## config.mk

```make
export PLATFORM = sky130hd
export DESIGN_NAME = packbits_run_length_encoder_top
export DESIGN_NICKNAME = d
export VERILOG_FILES = /design/src/rtl/core/pbrle_pkg.sv /design/src/rtl/core/pbrle_ram.sv /design/src/rtl/core/pbrle_packer.sv /design/src/rtl/core/pbrle_ctrl.sv /design/src/rtl/core/packbits_run_length_encoder_top.sv
export SDC_FILE = /design/constraint.sdc
export NUM_CORES = 1
export LEC_CHECK = 0
export BUFFER_PORTS_ARGS = -buffer_cell sky130_fd_sc_hd__buf_2
export CAP_MARGIN = 10
export CELL_PAD_IN_SITES_DETAIL_PLACEMENT = 1
export CELL_PAD_IN_SITES_GLOBAL_PLACEMENT = 1
export CORE_UTILIZATION = 50
export CTS_BUF_LIST = sky130_fd_sc_hd__clkbuf_4
export CTS_CLUSTER_SIZE = 25
export DETAILED_ROUTE_END_ITERATION = 7
export GPL_TIMING_DRIVEN = 0
export PLACE_DENSITY_LB_ADDON = 0.25
export SLEW_MARGIN = 20
export SYNTH_ARGS = -nofsm -noshare
export SYNTH_HDL_FRONTEND = slang
export SYNTH_HIERARCHICAL = 1
export SYNTH_SLANG_ARGS = --single-unit
```

## constraint.sdc

```tcl
create_clock -name clk -period 6.1 [get_ports clk]
set_input_delay 0.305 -clock clk [delete_from_list [all_inputs] [get_ports clk]]
set_output_delay 0.305 -clock clk [all_outputs]
set_load 0.01 [all_outputs]
```

## src/rtl/core/pbrle_pkg.sv

```systemverilog
`timescale 1ns / 1ps
// Shared types and constants of the PackBits encoder.
// No dependencies; imported by pbrle_ctrl, pbrle_packer and the top level.
package pbrle_pkg;

	localparam logic [7:0] END_MARK   = 8'h80;
	localparam logic [7:0] RUN_OF_TWO = 8'hFF;

	typedef enum logic [2:0] {
		ST_IDLE,
		ST_HDR,
		ST_RUN,
		ST_LIT,
		ST_MARK
	} state_t;

	// one encoded byte handed from the sequencer to the word packer
	typedef struct packed {
		logic       vld;
		logic [7:0] data;
		logic       fin;   // last byte caused by this input word
		logic       mark;  // byte is the end marker
	} push_t;

endpackage

```

## src/rtl/core/pbrle_ram.sv

```systemverilog
`timescale 1ns / 1ps
// Generic simple dual-port RAM: one write port, one registered read port.
// No dependencies.
module pbrle_ram #(
	parameter int WIDTH = 8,
	parameter int DEPTH = 128
) (
	input  logic                     clk,
	input  logic                     we,
	input  logic [$clog2(DEPTH)-1:0] waddr,
	input  logic [WIDTH-1:0]         wdata,
	input  logic                     re,
	input  logic [$clog2(DEPTH)-1:0] raddr,
	output logic [WIDTH-1:0]         rdata
);

	logic [WIDTH-1:0] mem [DEPTH];

	always_ff @(posedge clk) begin
		if (we) begin
			mem[waddr] <= wdata;
		end
		if (re) begin
			rdata <= mem[raddr];
		end
	end

endmodule

```

## src/rtl/core/pbrle_packer.sv

```systemverilog
`timescale 1ns / 1ps
// Packs encoded bytes into four-lane words and holds them in the output register.
// Depends on pbrle_pkg.
module pbrle_packer (
	input  logic             clk,
	input  logic             arst_n,
	input  pbrle_pkg::push_t push,
	output logic             push_rdy,
	output logic             out_valid,
	input  logic             out_ready,
	output logic [7:0]       out_lane0,
	output logic [7:0]       out_lane1,
	output logic [7:0]       out_lane2,
	output logic [7:0]       out_lane3,
	output logic [2:0]       byte_count,
	output logic             burst_last,
	output logic             stream_done
);
	import pbrle_pkg::*;

	logic [7:0] acc_q [4];
	logic [1:0] cnt_q;
	logic       out_valid_q;
	logic [7:0] lane_q [4];
	logic [1:0] ocnt_q;
	logic       last_q;
	logic       done_q;

	logic out_free;
	logic take;
	logic word;

	assign out_free = !out_valid_q || out_ready;
	assign push_rdy = out_free || (cnt_q != 2'd3 && !push.fin);
	assign take     = push.vld && push_rdy;
	assign word     = take && (cnt_q == 2'd3 || push.fin);

	always_ff @(posedge clk or negedge arst_n) begin
		if (!arst_n) begin
			cnt_q       <= 2'd0;
			out_valid_q <= 1'b0;
		end else begin
			if (take) begin
				cnt_q <= word ? 2'd0 : cnt_q + 2'd1;
			end
			if (word) begin
				out_valid_q <= 1'b1;
			end else if (out_ready) begin
				out_valid_q <= 1'b0;
			end
		end
	end

	always_ff @(posedge clk) begin
		if (take) begin
			acc_q[cnt_q] <= push.data;
		end
		if (word) begin
			for (int j = 0; j < 4; j++) begin
				if (2'(j) == cnt_q) begin
					lane_q[j] <= push.data;
				end else if (2'(j) < cnt_q) begin
					lane_q[j] <= acc_q[j];
				end else begin
					lane_q[j] <= 8'd0;
				end
			end
			ocnt_q <= cnt_q;
			last_q <= push.fin;
			done_q <= push.fin && push.mark;
		end
	end

	assign out_valid   = out_valid_q;
	assign out_lane0   = lane_q[0];
	assign out_lane1   = lane_q[1];
	assign out_lane2   = lane_q[2];
	assign out_lane3   = lane_q[3];
	assign byte_count  = {1'b0, ocnt_q} + 3'd1;
	assign burst_last  = last_q;
	assign stream_done = done_q;

	a_short_is_last: assert property (@(posedge clk) disable iff (!arst_n)
		out_valid && byte_count != 3'd4 |-> burst_last)
		else $error("partial word not at end of burst");

	a_done_is_last: assert property (@(posedge clk) disable iff (!arst_n)
		out_valid && stream_done |-> burst_last && byte_count >= 3'd1)
		else $error("end marker word not last of burst");

endmodule

```

## src/rtl/core/pbrle_ctrl.sv

```systemverilog
`timescale 1ns / 1ps
// Record state and emit sequencer: updates the pending record per input word
// and streams headers and literal bytes out of the store. Depends on pbrle_pkg.
module pbrle_ctrl #(
	parameter int MAX_RECORD_LEN = 128
) (
	input  logic                              clk,
	input  logic                              arst_n,
	input  logic                              in_valid,
	output logic                              in_ready,
	input  logic [7:0]                        data_byte,
	input  logic                              stream_end,
	output pbrle_pkg::push_t                  push,
	input  logic                              push_rdy,
	output logic                              ram_we,
	output logic [$clog2(MAX_RECORD_LEN)-1:0] ram_waddr,
	output logic [7:0]                        ram_wdata,
	output logic                              ram_re,
	output logic [$clog2(MAX_RECORD_LEN)-1:0] ram_raddr,
	input  logic [7:0]                        ram_rdata
);
	import pbrle_pkg::*;

	localparam int         AW       = $clog2(MAX_RECORD_LEN);
	localparam int         CW       = AW + 1;
	localparam logic [7:0] LIT_FULL = 8'(MAX_RECORD_LEN - 1);
	localparam logic [7:0] RUN_FULL = 8'(257 - MAX_RECORD_LEN);

	state_t        state_q, state_d;
	logic [7:0]    count_q, count_d;
	logic          pending_q, pending_d;
	logic [7:0]    last_q, last_d;
	logic          end_q, end_d;
	logic          phase_b_q, phase_b_d;
	logic [7:0]    rec_hdr_q, rec_hdr_d;
	logic [7:0]    rec_byte_q, rec_byte_d;
	logic [CW-1:0] iss_q, iss_d;
	logic          dv_q, dv_d;

	logic          flush_a;
	logic [7:0]    hdr_a;
	logic [7:0]    cnt_new;
	logic          wr_ext;
	logic          wr_zero;
	logic [CW-1:0] lit_n;
	logic          body_fin;
	logic          body_done;
	logic          push_ok;
	logic          adv;

	assign lit_n    = CW'(rec_hdr_q[AW-1:0]) + CW'(1);
	assign body_fin = !phase_b_q && !end_q;

	// next record state for the incoming byte
	always_comb begin
		flush_a = 1'b0;
		hdr_a   = count_q;
		cnt_new = count_q;
		wr_ext  = 1'b0;
		wr_zero = 1'b0;
		if (!pending_q) begin
			cnt_new = 8'd0;
			wr_zero = 1'b1;
		end else if (count_q[7]) begin
			if (last_q == data_byte && count_q != RUN_FULL) begin
				cnt_new = count_q - 8'd1;
			end else begin
				flush_a = 1'b1;
				cnt_new = 8'd0;
			end
		end else if (last_q != data_byte) begin
			if (count_q >= LIT_FULL) begin
				flush_a = 1'b1;
				cnt_new = 8'd0;
			end else begin
				cnt_new = count_q + 8'd1;
				wr_ext  = 1'b1;
			end
		end else if (count_q == 8'd0) begin
			cnt_new = RUN_OF_TWO;
		end else begin
			// the byte before this one moves into the new run
			flush_a = 1'b1;
			hdr_a   = count_q - 8'd1;
			cnt_new = RUN_OF_TWO;
		end
	end

	always_comb begin
		state_d    = state_q;
		count_d    = count_q;
		pending_d  = pending_q;
		last_d     = last_q;
		end_d      = end_q;
		phase_b_d  = phase_b_q;
		rec_hdr_d  = rec_hdr_q;
		rec_byte_d = rec_byte_q;
		iss_d      = iss_q;
		dv_d       = dv_q;
		in_ready   = 1'b0;
		push       = '0;
		ram_we     = 1'b0;
		ram_waddr  = '0;
		ram_wdata  = last_q;
		ram_re     = 1'b0;
		ram_raddr  = iss_q[AW-1:0];
		body_done  = 1'b0;
		push_ok    = 1'b0;
		adv        = 1'b0;

		case (state_q)
			ST_IDLE: begin
				in_ready = 1'b1;
				if (in_valid) begin
					last_d    = data_byte;
					count_d   = cnt_new;
					pending_d = 1'b1;
					end_d     = stream_end;
					ram_we    = wr_ext || wr_zero;
					ram_waddr = wr_ext ? cnt_new[AW-1:0] : '0;
					ram_wdata = data_byte;
					if (flush_a) begin
						rec_hdr_d  = hdr_a;
						rec_byte_d = last_q;
						phase_b_d  = 1'b0;
						state_d    = ST_HDR;
					end else if (stream_end) begin
						rec_hdr_d  = cnt_new;
						rec_byte_d = data_byte;
						phase_b_d  = 1'b1;
						pending_d  = 1'b0;
						count_d    = 8'd0;
						state_d    = ST_HDR;
					end
				end
			end
			ST_HDR: begin
				push.vld  = 1'b1;
				push.data = rec_hdr_q;
				if (push_rdy) begin
					iss_d   = '0;
					dv_d    = 1'b0;
					state_d = rec_hdr_q[7] ? ST_RUN : ST_LIT;
				end
			end
			ST_RUN: begin
				push.vld  = 1'b1;
				push.data = rec_byte_q;
				push.fin  = body_fin;
				body_done = push_rdy;
			end
			ST_LIT: begin
				push.vld  = dv_q;
				push.data = ram_rdata;
				push.fin  = body_fin && iss_q == lit_n;
				push_ok   = dv_q && push_rdy;
				adv       = iss_q != lit_n && (!dv_q || push_ok);
				ram_re    = adv;
				iss_d     = iss_q + CW'(adv);
				dv_d      = adv || (dv_q && !push_ok);
				body_done = push_ok && iss_q == lit_n;
			end
			ST_MARK: begin
				push.vld  = 1'b1;
				push.data = END_MARK;
				push.fin  = 1'b1;
				push.mark = 1'b1;
				if (push_rdy) begin
					state_d = ST_IDLE;
				end
			end
			default: begin
				state_d = ST_IDLE;
			end
		endcase

		// store[0] takes the new byte only after the closed record was read out
		if (body_done) begin
			if (phase_b_q) begin
				state_d = ST_MARK;
			end else begin
				ram_we    = 1'b1;
				ram_waddr = '0;
				ram_wdata = last_q;
				if (end_q) begin
					rec_hdr_d  = count_q;
					rec_byte_d = last_q;
					phase_b_d  = 1'b1;
					pending_d  = 1'b0;
					count_d    = 8'd0;
					state_d    = ST_HDR;
				end else begin
					state_d = ST_IDLE;
				end
			end
		end
	end

	always_ff @(posedge clk or negedge arst_n) begin
		if (!arst_n) begin
			state_q   <= ST_IDLE;
			count_q   <= 8'd0;
			pending_q <= 1'b0;
			end_q     <= 1'b0;
			phase_b_q <= 1'b0;
			iss_q     <= '0;
			dv_q      <= 1'b0;
		end else begin
			state_q   <= state_d;
			count_q   <= count_d;
			pending_q <= pending_d;
			end_q     <= end_d;
			phase_b_q <= phase_b_d;
			iss_q     <= iss_d;
			dv_q      <= dv_d;
		end
	end

	always_ff @(posedge clk) begin
		last_q     <= last_d;
		rec_hdr_q  <= rec_hdr_d;
		rec_byte_q <= rec_byte_d;
	end

	a_quiet_word: assert property (@(posedge clk) disable iff (!arst_n)
		in_valid && in_ready && !flush_a && !stream_end |=> in_ready)
		else $error("word closing no record stalled the input");

	a_read_bound: assert property (@(posedge clk) disable iff (!arst_n)
		state_q == ST_LIT |-> iss_q <= lit_n)
		else $error("literal read past record length");

	a_one_write: assert property (@(posedge clk) disable iff (!arst_n)
		ram_we && state_q != ST_IDLE |-> body_done && ram_waddr == '0)
		else $error("store written outside record start");

endmodule

```

## src/rtl/core/packbits_run_length_encoder_top.sv

```systemverilog
`timescale 1ns / 1ps
// PackBits run-length encoder, top level.
// Depends on pbrle_pkg, pbrle_ram, pbrle_ctrl and pbrle_packer.
//
// Input channel (in_valid/in_ready) takes one raw byte per word, stream_end
// marks the final byte. Output channel (out_valid/out_ready) delivers encoded
// bytes packed four lanes per word, byte_count lanes valid, unused lanes 0.
// burst_last flags the last output word caused by one input word and
// stream_done the word holding the 0x80 end marker.
//
// A byte that closes no record is taken without holding the input, back to
// back. A byte that closes a record holds the input while the record is
// sent: the header, then the run byte, or the literal bytes read out of the
// literal store (one registered read port, one byte per cycle while the
// packer accepts). An end byte adds the final record and the end marker.
// Output words are assembled as bytes arrive; the output register lets the
// next word form while one waits. When the receiver stalls, the byte stream
// out of the store stops and resumes without loss.
//
// Reset empties the encoder at once; the literal store is not cleared and
// only written entries are ever read.
module packbits_run_length_encoder_top #(
	parameter int MAX_RECORD_LEN = 128
) (
	input  logic       clk,
	input  logic       arst_n,
	input  logic       in_valid,
	output logic       in_ready,
	input  logic [7:0] data_byte,
	input  logic       stream_end,
	output logic       out_valid,
	input  logic       out_ready,
	output logic [7:0] out_lane0,
	output logic [7:0] out_lane1,
	output logic [7:0] out_lane2,
	output logic [7:0] out_lane3,
	output logic [2:0] byte_count,
	output logic       burst_last,
	output logic       stream_done
);
	import pbrle_pkg::*;

	localparam int AW = $clog2(MAX_RECORD_LEN);

	push_t         push;
	logic          push_rdy;
	logic          ram_we;
	logic [AW-1:0] ram_waddr;
	logic [7:0]    ram_wdata;
	logic          ram_re;
	logic [AW-1:0] ram_raddr;
	logic [7:0]    ram_rdata;

	pbrle_ram #(
		.WIDTH(8),
		.DEPTH(MAX_RECORD_LEN)
	) u_store (
		.clk  (clk),
		.we   (ram_we),
		.waddr(ram_waddr),
		.wdata(ram_wdata),
		.re   (ram_re),
		.raddr(ram_raddr),
		.rdata(ram_rdata)
	);

	pbrle_ctrl #(
		.MAX_RECORD_LEN(MAX_RECORD_LEN)
	) u_ctrl (
		.clk       (clk),
		.arst_n    (arst_n),
		.in_valid  (in_valid),
		.in_ready  (in_ready),
		.data_byte (data_byte),
		.stream_end(stream_end),
		.push      (push),
		.push_rdy  (push_rdy),
		.ram_we    (ram_we),
		.ram_waddr (ram_waddr),
		.ram_wdata (ram_wdata),
		.ram_re    (ram_re),
		.ram_raddr (ram_raddr),
		.ram_rdata (ram_rdata)
	);

	pbrle_packer u_packer (
		.clk        (clk),
		.arst_n     (arst_n),
		.push       (push),
		.push_rdy   (push_rdy),
		.out_valid  (out_valid),
		.out_ready  (out_ready),
		.out_lane0  (out_lane0),
		.out_lane1  (out_lane1),
		.out_lane2  (out_lane2),
		.out_lane3  (out_lane3),
		.byte_count (byte_count),
		.burst_last (burst_last),
		.stream_done(stream_done)
	);

endmodule

```

==> After elaboration in Yosys (flattened, before gate mapping) <==
Memories as Yosys holds them, arrays and structs flattened. A register that Yosys moved wholly into a read port is not among the register bits.
Cells that the tools add are included.
{ "op_classes": {"addsub": 6, "mul": 0, "n_div": 0, "n_lt_le_gt_ge": 5, "eq_ne": 20, "n_shift": 0, "muxes": 147, "bitwise_logic": 8, "n_reduce_logical": 32} }
{ "op_table": {"columns": ["cell", "count"], "rows": [
  ["8-bit 2-to-1 mux", 43],
  ["1-bit 2-to-1 mux", 85],
  ["9-bit case mux with 4 select lines", 1],
  ["7-bit 2-to-1 mux", 5],
  ["3-bit 2-to-1 mux", 7],
  ["8-bit equality test", 2],
  ["8-bit != test", 2],
  ["8-bit case mux with 2 select lines", 1],
  ["3-bit case mux with 4 select lines", 1],
  ["1-bit logical AND", 11],
  ["7-bit by 1-bit adder with 8-bit output, second input constant", 1],
  ["8-bit by 1-bit adder with 8-bit output", 1],
  ["8-bit by 1-bit adder with 8-bit output, second input constant", 1],
  ["8-bit by 7-bit >= comparator with 1-bit output, second input constant", 1],
  ["8-bit logical NOT", 1],
  ["8-bit != test, second input constant", 1],
  ["1-bit bitwise OR", 8],
  ["8-bit by 1-bit subtractor with 8-bit output, second input constant", 1],
  ["3-bit by 2-bit equality test with 1-bit output, second input constant", 2],
  ["1-bit logical NOT", 6],
  ["1-bit logical OR", 6],
  ["3-bit by 1-bit != test with 1-bit output, second input constant", 2],
  ["5-bit AND reduction", 1],
  ["2-bit equality test, first input constant", 2],
  ["20 further kinds", 26]
]} }
{ "word_totals": {"register_bits": 54, "latchBits": 0, "ram_bits": 1088, "rom_bits": 0, "input_bits": 13, "out_inout_bits": 39, "elab_cells": 236, "memories": 3} }
{ "memory_table": {"columns": ["name", "depth", "word_bits", "read_ports", "rd_clocked_by_memory_dff", "write_ports", "line", "rtl"], "rows": [
  ["u_store.mem", 128, 8, 1, 1, 1, "pbrle_ram.sv:17", "logic [WIDTH-1:0] mem [DEPTH];"],
  ["u_packer.acc_q", 4, 8, 4, 0, 1, "pbrle_packer.sv:21", "logic [7:0] acc_q [4];"],
  ["u_packer.lane_q", 4, 8, 4, 0, 4, "pbrle_packer.sv:24", "logic [7:0] lane_q [4];"]
]} }

==> Depth between registers and ports, before layout <==
Gate-level depths: netlist of the first run.
{ "logic_depth": {"ltp_word": 13, "depth_mapped": 20, "mapped_depth_nobuf": 18} }

==> Cells and area by module <==
The synthesis of the first run kept the hierarchy.
{ "modules_own_cells": {"columns": ["mod", "n_inst", "cells_each", "area_per_inst_um2", "seq_area_each_um2"], "rows": [
  ["pbrle_ram", 1, 1635, 39745.6, 30989.7],
  ["pbrle_ctrl", 1, 464, 3616.0, 1056.0],
  ["pbrle_packer", 1, 152, 2531.2, 1876.8]
]} }

==> Least setup slack after synthesis of the first run <==
OpenSTA, ideal clock, no wires.
{ "synth_timing": {"kind": "flip-flop to flip-flop", "from": "reg u_ctrl.rec_hdr_q[0]", "to": "mem u_store.mem[110][0] (enable)", "setup_time_ns": 0.285, "arrival_ns": 3.730, "required_time_ns": 5.815, "path_slack_ns": 2.084, "path_stages_with_launch": 20, "n_path_buf": 4, "period_less_slack_ns": 4.016, "path_cell_list": "dfxtp_1 -> ha_1 -> nor2b_1 -> or3_1 -> a31oi_1 -> o21a_1 -> and2_1 -> nor2_1 -> o41ai_1 -> or2_1 -> buf_6 -> nand2b_1 -> clkbuf_1 -> nand2_1 -> o21ai_0 -> clkbuf_1 -> nor2b_1 -> nand3_1 -> clkbuf_1 -> nor2_1"} }
{ "synth_lines": {"columns": ["element", "line", "rtl"], "rows": [
  ["start: declaration", "pbrle_ctrl.sv:35", "logic [7:0] rec_hdr_q, rec_hdr_d;"],
  ["start signal: assignment", "pbrle_ctrl.sv:221", "rec_hdr_q <= rec_hdr_d;"],
  ["end: declaration", "pbrle_ram.sv:17", null]
]} }

==> impl_metrics.yaml, run 1 <==
run_status:
  status: "finished, final reports clean"
synth:
  synth_fp_nets: 2277
  syn-cell-area_um2: 45900
  synthCells: 2251
  ys_seq_area_frac: 0.739
  synth_enable_flop_cells: 1092
  synth_warnings: 6
  synth-seq-cells: 1142
  syn_avg_cell_area_um2: 20.4
  ys_async_sr_fraction: 0.0228
  synthDistinctLibCells: 67
  synth_flop_cell: "edfxtp_1"
timing:
  setup_violations: 0
  finalMaxSlewViolations: 0
  period_needed_ps: 6030
  rsz0062_at_grt: "yes"
  hold_violations: 0
  worst_slew_pin_slew_ps: 1130
  max_freq_ghz: 0.166
  relSlewSlack: 0.247
  clock_skew_ps: 121
  fin_crit_sh: 0.989
  final.setup.tns_ps: 0
  finalWorstSetupSlack_ps: 69.4
power:
  pwr-share-seq: 0.463
  power.density_nw_per_um2: 430
  power.total_mw: 22.4
  p_leak_nw: 16.6
  p_int_mw: 15.6
  sw_frac_of_total: 0.305
  vdd_ir_drop_max_mv: 0.276
  combPwrFrac: 0.254
  p_clk_frac: 0.284
  switchingPower_mw: 6.84
die:
  die-area_um2: 93000
  num_rows: 110
  initial_core_util: 0.508
  core_area_um2: 90400
  die_w_um: 305
  io_pins: 52
  die_y_um: 305
placement:
  dpl-instance-area_um2: 48000
  hpwl_um: 82100
  dp_slack_ps: -377
  routabilityCongestion: 0.910
  place.port_buffers: 51
clock_tree:
  htreeDepth: 5
  numClockSinks: 1142
  cts_buffers: 308
  cts_root_buf: "clkbuf_4"
  cts.path.max_buffers: 4
  cts_tree: "yes"
  clk-insertion-delay-late_ps: 1150
  clk_pin_slew_ps: 70
drt:
  drt_iter0_drc: 2350
  antenna_left: 0
  via_per_inst: 6.18
  drc_errors: 0
  vias: 24837
  wirelength_um: 123000
  dr.pass1.iters: 7
  wl_per_cell_um: 30.6
global_route:
  grt_pass1_vias: 26192
  grt_max_degree: 70
  grt_pass1_wl_um: 179000
  grt_use_total: 0.270
  overflow: 0
  antenna_found_initial: 2
critical_path:
  critPathRequiredTime_ps: 6810
  cp_max_fo: 10
  start_kind: "flip-flop"
  worstSetupPathType: "reg -> reg"
  cp.arrival_ps: 6750
  cp-end-kind: "flip-flop"
  r2r_slack_ps: 70
finish:
  final_common_cell: "edfxtp_1"
  mostFrequentLayoutCells: "edfxtp_1, clkbuf_4, mux4_2"
  final_area_um2: 52100
  syn2layout_area_growth_pct: 13.6
  layout.nets: 2675
  layout-drive-gt1-share: 0.372
  fin_util: 0.577
min_path:
  min_path_type: "in -> reg"
job:
  max-cap-violations: 0
cells in the mapped netlist, types with 12 or more instances:
master	count	area share
edfxtp_1	1092	0.71
mux4_2	336	0.16
nor2_1	170	0.014
nand2_1	90	0.0074
clkbuf_1	63	0.0052
mux2_2	33	0.0081
nand3_1	31	0.0034
o21ai_0	30	0.0033
dfrtp_1	26	0.014
inv_1	26	0.0021
dfxtp_1	24	0.010
nor3_1	22	0.0024
buf_2	21	0.0023
buf_1	20	0.0016
buf_4	19	0.0031
xnor2_1	19	0.0036
and2_1	18	0.0025
a21oi_1	14	0.0015
a2bb2oi_1	13	0.0025
ha_1	13	0.0035
nor2b_1	13	0.0018
a22oi_1	12	0.0020
cell families after synthesis:
logic type                 Yosys count  synth area share
DFF                               1142             0.739
and+or+nand+nor                    395            0.0398
muxes                              381             0.176
buffers and inverters              154            0.0155
AOI/OAI and AO/OA                  145            0.0222
xor gates and xnor gates            21           0.00401
adders and majority gates           13           0.00354
power groups by stage:
stage          Combinational [mW]  Sequential [mW]  Clock, mW
2_1_floorplan                3.26             10.7          0
3_3_place_gp                 5.08             11.0          0
3_5_place_dp                 5.66             10.5          0
4_1_cts                      5.70             10.4       6.54
5_1_grt                      6.00             10.4       6.88
6_report                     5.68             10.4       6.36
stage by stage:
stage / hold WS, ps / cells
floorplan: 9.41 / 2251
global placement: 390 / 3478
detailed placement: 412 / 3492
CTS: 1.03 / 4010
global route: 79.9 / 4015
finish: 152 / 4017
registers in the layout, summed over array words and instances, names as in the netlist, 2 cells and up:
name               flops
u_store/mem         1024
u_packer/lane_q       32
u_packer/acc_q        24
u_ctrl/count_q         8
u_ctrl/iss_q           8
u_ctrl/last_q          8
u_ctrl/rec_byte_q      8
u_ctrl/rec_hdr_q       8
u_store/rdata          8
u_ctrl/state_q         3
u_packer/cnt_q         2
u_packer/ocnt_q        2
routing by layer:
| metal | up-vias | global-route usage | wire [µm] |
|---|---|---|---|
| met1 | 13137 | 0.359 | 47700 |
| li1 | 10255 | - | - |
| met4 | 0 | 0.113 | 3760 |
| met2 | 1223 | 0.434 | 61300 |
| met3 | 222 | 0.0579 | 10300 |
| met5 | - | 0 | 0 |
critical path: stages (launching register included):
cell and delay [ps]:
dfxtp_1 460, ha_1 370, nor2b_1 240, or3_1 140, a31oi_1 80, o21a_1 130
and2_1 190, nor2_1 130, o41ai_2 150, or2_1 260, buf_6 140, nand2b_1 110
clkbuf_1 360, nand2_1 120, o21ai_1 380, clkbuf_1 360, nor2b_1 390, nand2_1 480
buf_2 560, nor2_2 560
final cells by class:
| cell class | instances | area (µm²) |
|---|---|---|
| clock inverter | 56 | 273 |
| inverter | 26 | 97.6 |
| antenna | 7 | 17.5 |
| buffer | 128 | 632 |
| fill | 7897 | 38300 |
| clock buffer | 439 | 3300 |
| timing repair buffer | 88 | 781 |
| multi-input combinational | 955 | 11700 |
| tap | 1176 | 1470 |
| sequential | 1142 | 33900 |
final timing paths:
check | from | to | cells after the start
min in group asynchronous | arst_n | u_ctrl/phase_b_q | 4
max in group asynchronous | arst_n | u_ctrl/pending_q | 4
min reg2reg | u_packer/cnt_q[1] | u_packer/ocnt_q[1] | 0
min | data_byte[1] | u_ctrl/last_q[1] | 4
max | u_ctrl/rec_hdr_q[0] | u_store/mem[34][3] | 19
max reg2reg | u_ctrl/rec_hdr_q[0] | u_store/mem[34][3] | 19
what timing repair did:
| item | CTS | global route |
|---|---|---|
| hold buffers | 20 | 0 |
| buffers inserted | 3 | 0 |
| hold endpoints to repair | 193 | 0 |
| gates cloned | 0 | 0 |
| resized for setup | 40 | 60 |
| endpoints found under the setup margin | 377 | 584 |
Note: power is estimated with default switching activity, not from simulation.
==> inputs of run 2 (changes only) <==
--- a/config.mk
+++ b/config.mk
@@ -13,6 +13,7 @@
 export CTS_BUF_LIST = sky130_fd_sc_hd__clkbuf_4
 export CTS_CLUSTER_SIZE = 25
 export DETAILED_ROUTE_END_ITERATION = 7
+export GPL_ROUTABILITY_DRIVEN = 0
 export GPL_TIMING_DRIVEN = 0
 export PLACE_DENSITY_LB_ADDON = 0.25
 export SLEW_MARGIN = 20
==> constraint.sdc (replaced) <==
create_clock -name clk -period 5.04 [get_ports clk]
set_input_delay 0.252 -clock clk [delete_from_list [all_inputs] [get_ports clk]]
set_output_delay 0.252 -clock clk [all_outputs]
set_load 0.01 [all_outputs]
==> impl_metrics.yaml, run 2 (synthesized netlist as in run 1, its figures left out) <==
run_status:
  status: "finished with violations"
  violations: "negative setup slack"
finish:
  layout-drive-gt1-share: 0.397
  fin_util: 0.586
  stdcell_count: 4030
  syn2layout_area_growth_pct: 15.5
  mostFrequentLayoutCells: "edfxtp_1, clkbuf_4, mux4_2"
  largest_reg_flops: 1024
  regMostFlops: "u_store/mem"
  reg.largest.list: "u_store/mem: 1024 flops, u_packer/lane_q: 32 flops, u_packer/acc_q: 24 flops"
  layout.nets: 2690
  final_common_cell: "edfxtp_1"
die:
  die-area_um2: 93000
  num_rows: 110
  core_area_um2: 90400
  die_y_um: 305
  die_w_um: 305
  io_pins: 52
  initial_core_util: 0.508
drt:
  wirelength_um: 124000
  drc_errors: 0
  wl_per_cell_um: 30.8
  via_per_inst: 6.24
  vias: 25139
  antenna_left: 0
  dr.pass1.iters: 5
  drt_iter0_drc: 2383
timing:
  max_freq_ghz: 0.190
  relSlewSlack: 0.276
  finalMaxSlewViolations: 0
  setup_violations: 123
  hold_violations: 0
  clock_skew_ps: 86.4
  period_needed_ps: 5270
  hold_slack_ps: 155
  fin_crit_sh: 1.05
  finalWorstSetupSlack_ps: -232
  worst_slew_pin_slew_ps: 1090
  rsz0062_at_grt: "yes"
placement:
  place.port_buffers: 51
  hpwl_um: 81500
  dp.cells: 3493
clock_tree:
  numClockSinks: 1142
  cts_buffers: 313
  cts_tree: "yes"
  cts.path.max_buffers: 4
  clk-insertion-delay-late_ps: 1150
  htreeDepth: 5
  cts_root_buf: "clkbuf_4"
  clk_pin_slew_ps: 70
global_route:
  overflow: 0
  grt_use_total: 0.273
  antenna_found_initial: 4
  grt_pass1_vias: 26616
  grt_pass1_wl_um: 181000
  grt_max_degree: 74
critical_path:
  crit_chain: "inv_1 -> ha_1 -> or3b_2 -> nor2_1 -> nor4b_1 -> a311oi_1 -> nor2_2 -> nor2_1 -> nand4_1 -> nor2_1"
  critPathRequiredTime_ps: 5790
  r2r_cells: 10
  cp-end-kind: "flip-flop"
  slowest_stage: "nor2_1"
  r2r_start: "u_ctrl/count_q[1]"
  crit_start: "u_ctrl/count_q[1]"
  start_kind: "flip-flop"
  cp.arrival_ps: 6020
  path_common_cell: "nor2_1"
  cp_max_fo: 8
  crit_end: "u_store/mem[99][1]"
  r2r_end: "u_store/mem[99][1]"
  r2r_slack_ps: -230
  max_stage_delay_ps: 870
  worstSetupPathType: "reg -> reg"
job:
  max-cap-violations: 0
min_path:
  min_path_type: "in -> async"
power:
  p_leak_nw: 16.8
  power.density_nw_per_um2: 517
  vdd_ir_drop_max_mv: 0.312
==> run 2: worst min-delay path by stage <==
stage,to,start
after global placement,u_ctrl/count_q[0],arst_n
after global routing,u_ctrl/count_q[0],stream_end
after floorplan,u_ctrl/count_q[0],arst_n
final,u_ctrl/pending_q,arst_n
after detailed placement,u_ctrl/count_q[1],arst_n
after CTS,u_ctrl/pending_q,arst_n
==> run 2: per-stage QoR <==
| stage | setup slack (ps) | instance area (µm²) | power (mW) | TNS (ps) |
|---|---|---|---|---|
| 5_1_grt | -253 | 53000 | 28.5 | -20840 |
| 6_report | -232 | 53000 | 27.4 | -8510 |
| 4_1_cts | -42.0 | 52700 | 27.6 | -578 |
| 3_5_place_dp | -1480 | 48000 | 19.6 | -1036680 |
| 3_3_place_gp | -1740 | 47600 | 19.4 | -2134820 |
| 2_1_floorplan | 1020 | 45900 | 16.9 | 0 |
==> run 2: layout make-up <==
type | instances | area (µm²)
fillers | 7858 | 37400
flip-flops and latches | 1142 | 33900
multi-input cells | 955 | 12200
clock buffers | 447 | 3360
well taps | 1176 | 1470
repair buffers | 99 | 918
plain buffers | 127 | 683
clock inverters | 56 | 348
inverters | 26 | 97.6
diodes | 2 | 5.00
==> run 2: repair_timing <==
action,CTS,global route
hold buffers,25,0
endpoints found under the setup margin,1024,968
pin swaps,0,6
resized for setup,187,65
setup buffers,2,6
endpoints found under the hold margin,304,0
==> run 2: where the power goes <==
group | switching [mW] | internal [mW] | leakage [nW]
clock network | 3.67 | 4.28 | 2.23
logic | 4.46 | 2.46 | 4.09
registers | 0.203 | 12.3 | 10.5
==> run 2: worst max-delay path, delay by kind of cell (launching register included) <==
kind / cells / cell delay (ps)
AND/OR/NAND/NOR: 7 / 3260
AO/OA/AOI/OAI: 1 / 720
flip-flops: 1 / 450
adder cells (fa/ha/maj): 1 / 240
buffers and inverters: 1 / 230
==> run 2: per-layer routing <==
layer  vias to the layer above  share of wire  global-route usage
met3                       243          0.086              0.0672
met2                      1253           0.50               0.447
met4                         2          0.032               0.106
met1                     13344           0.38               0.352
li1                      10297              -                   -
met5                         -        0.00010                   0
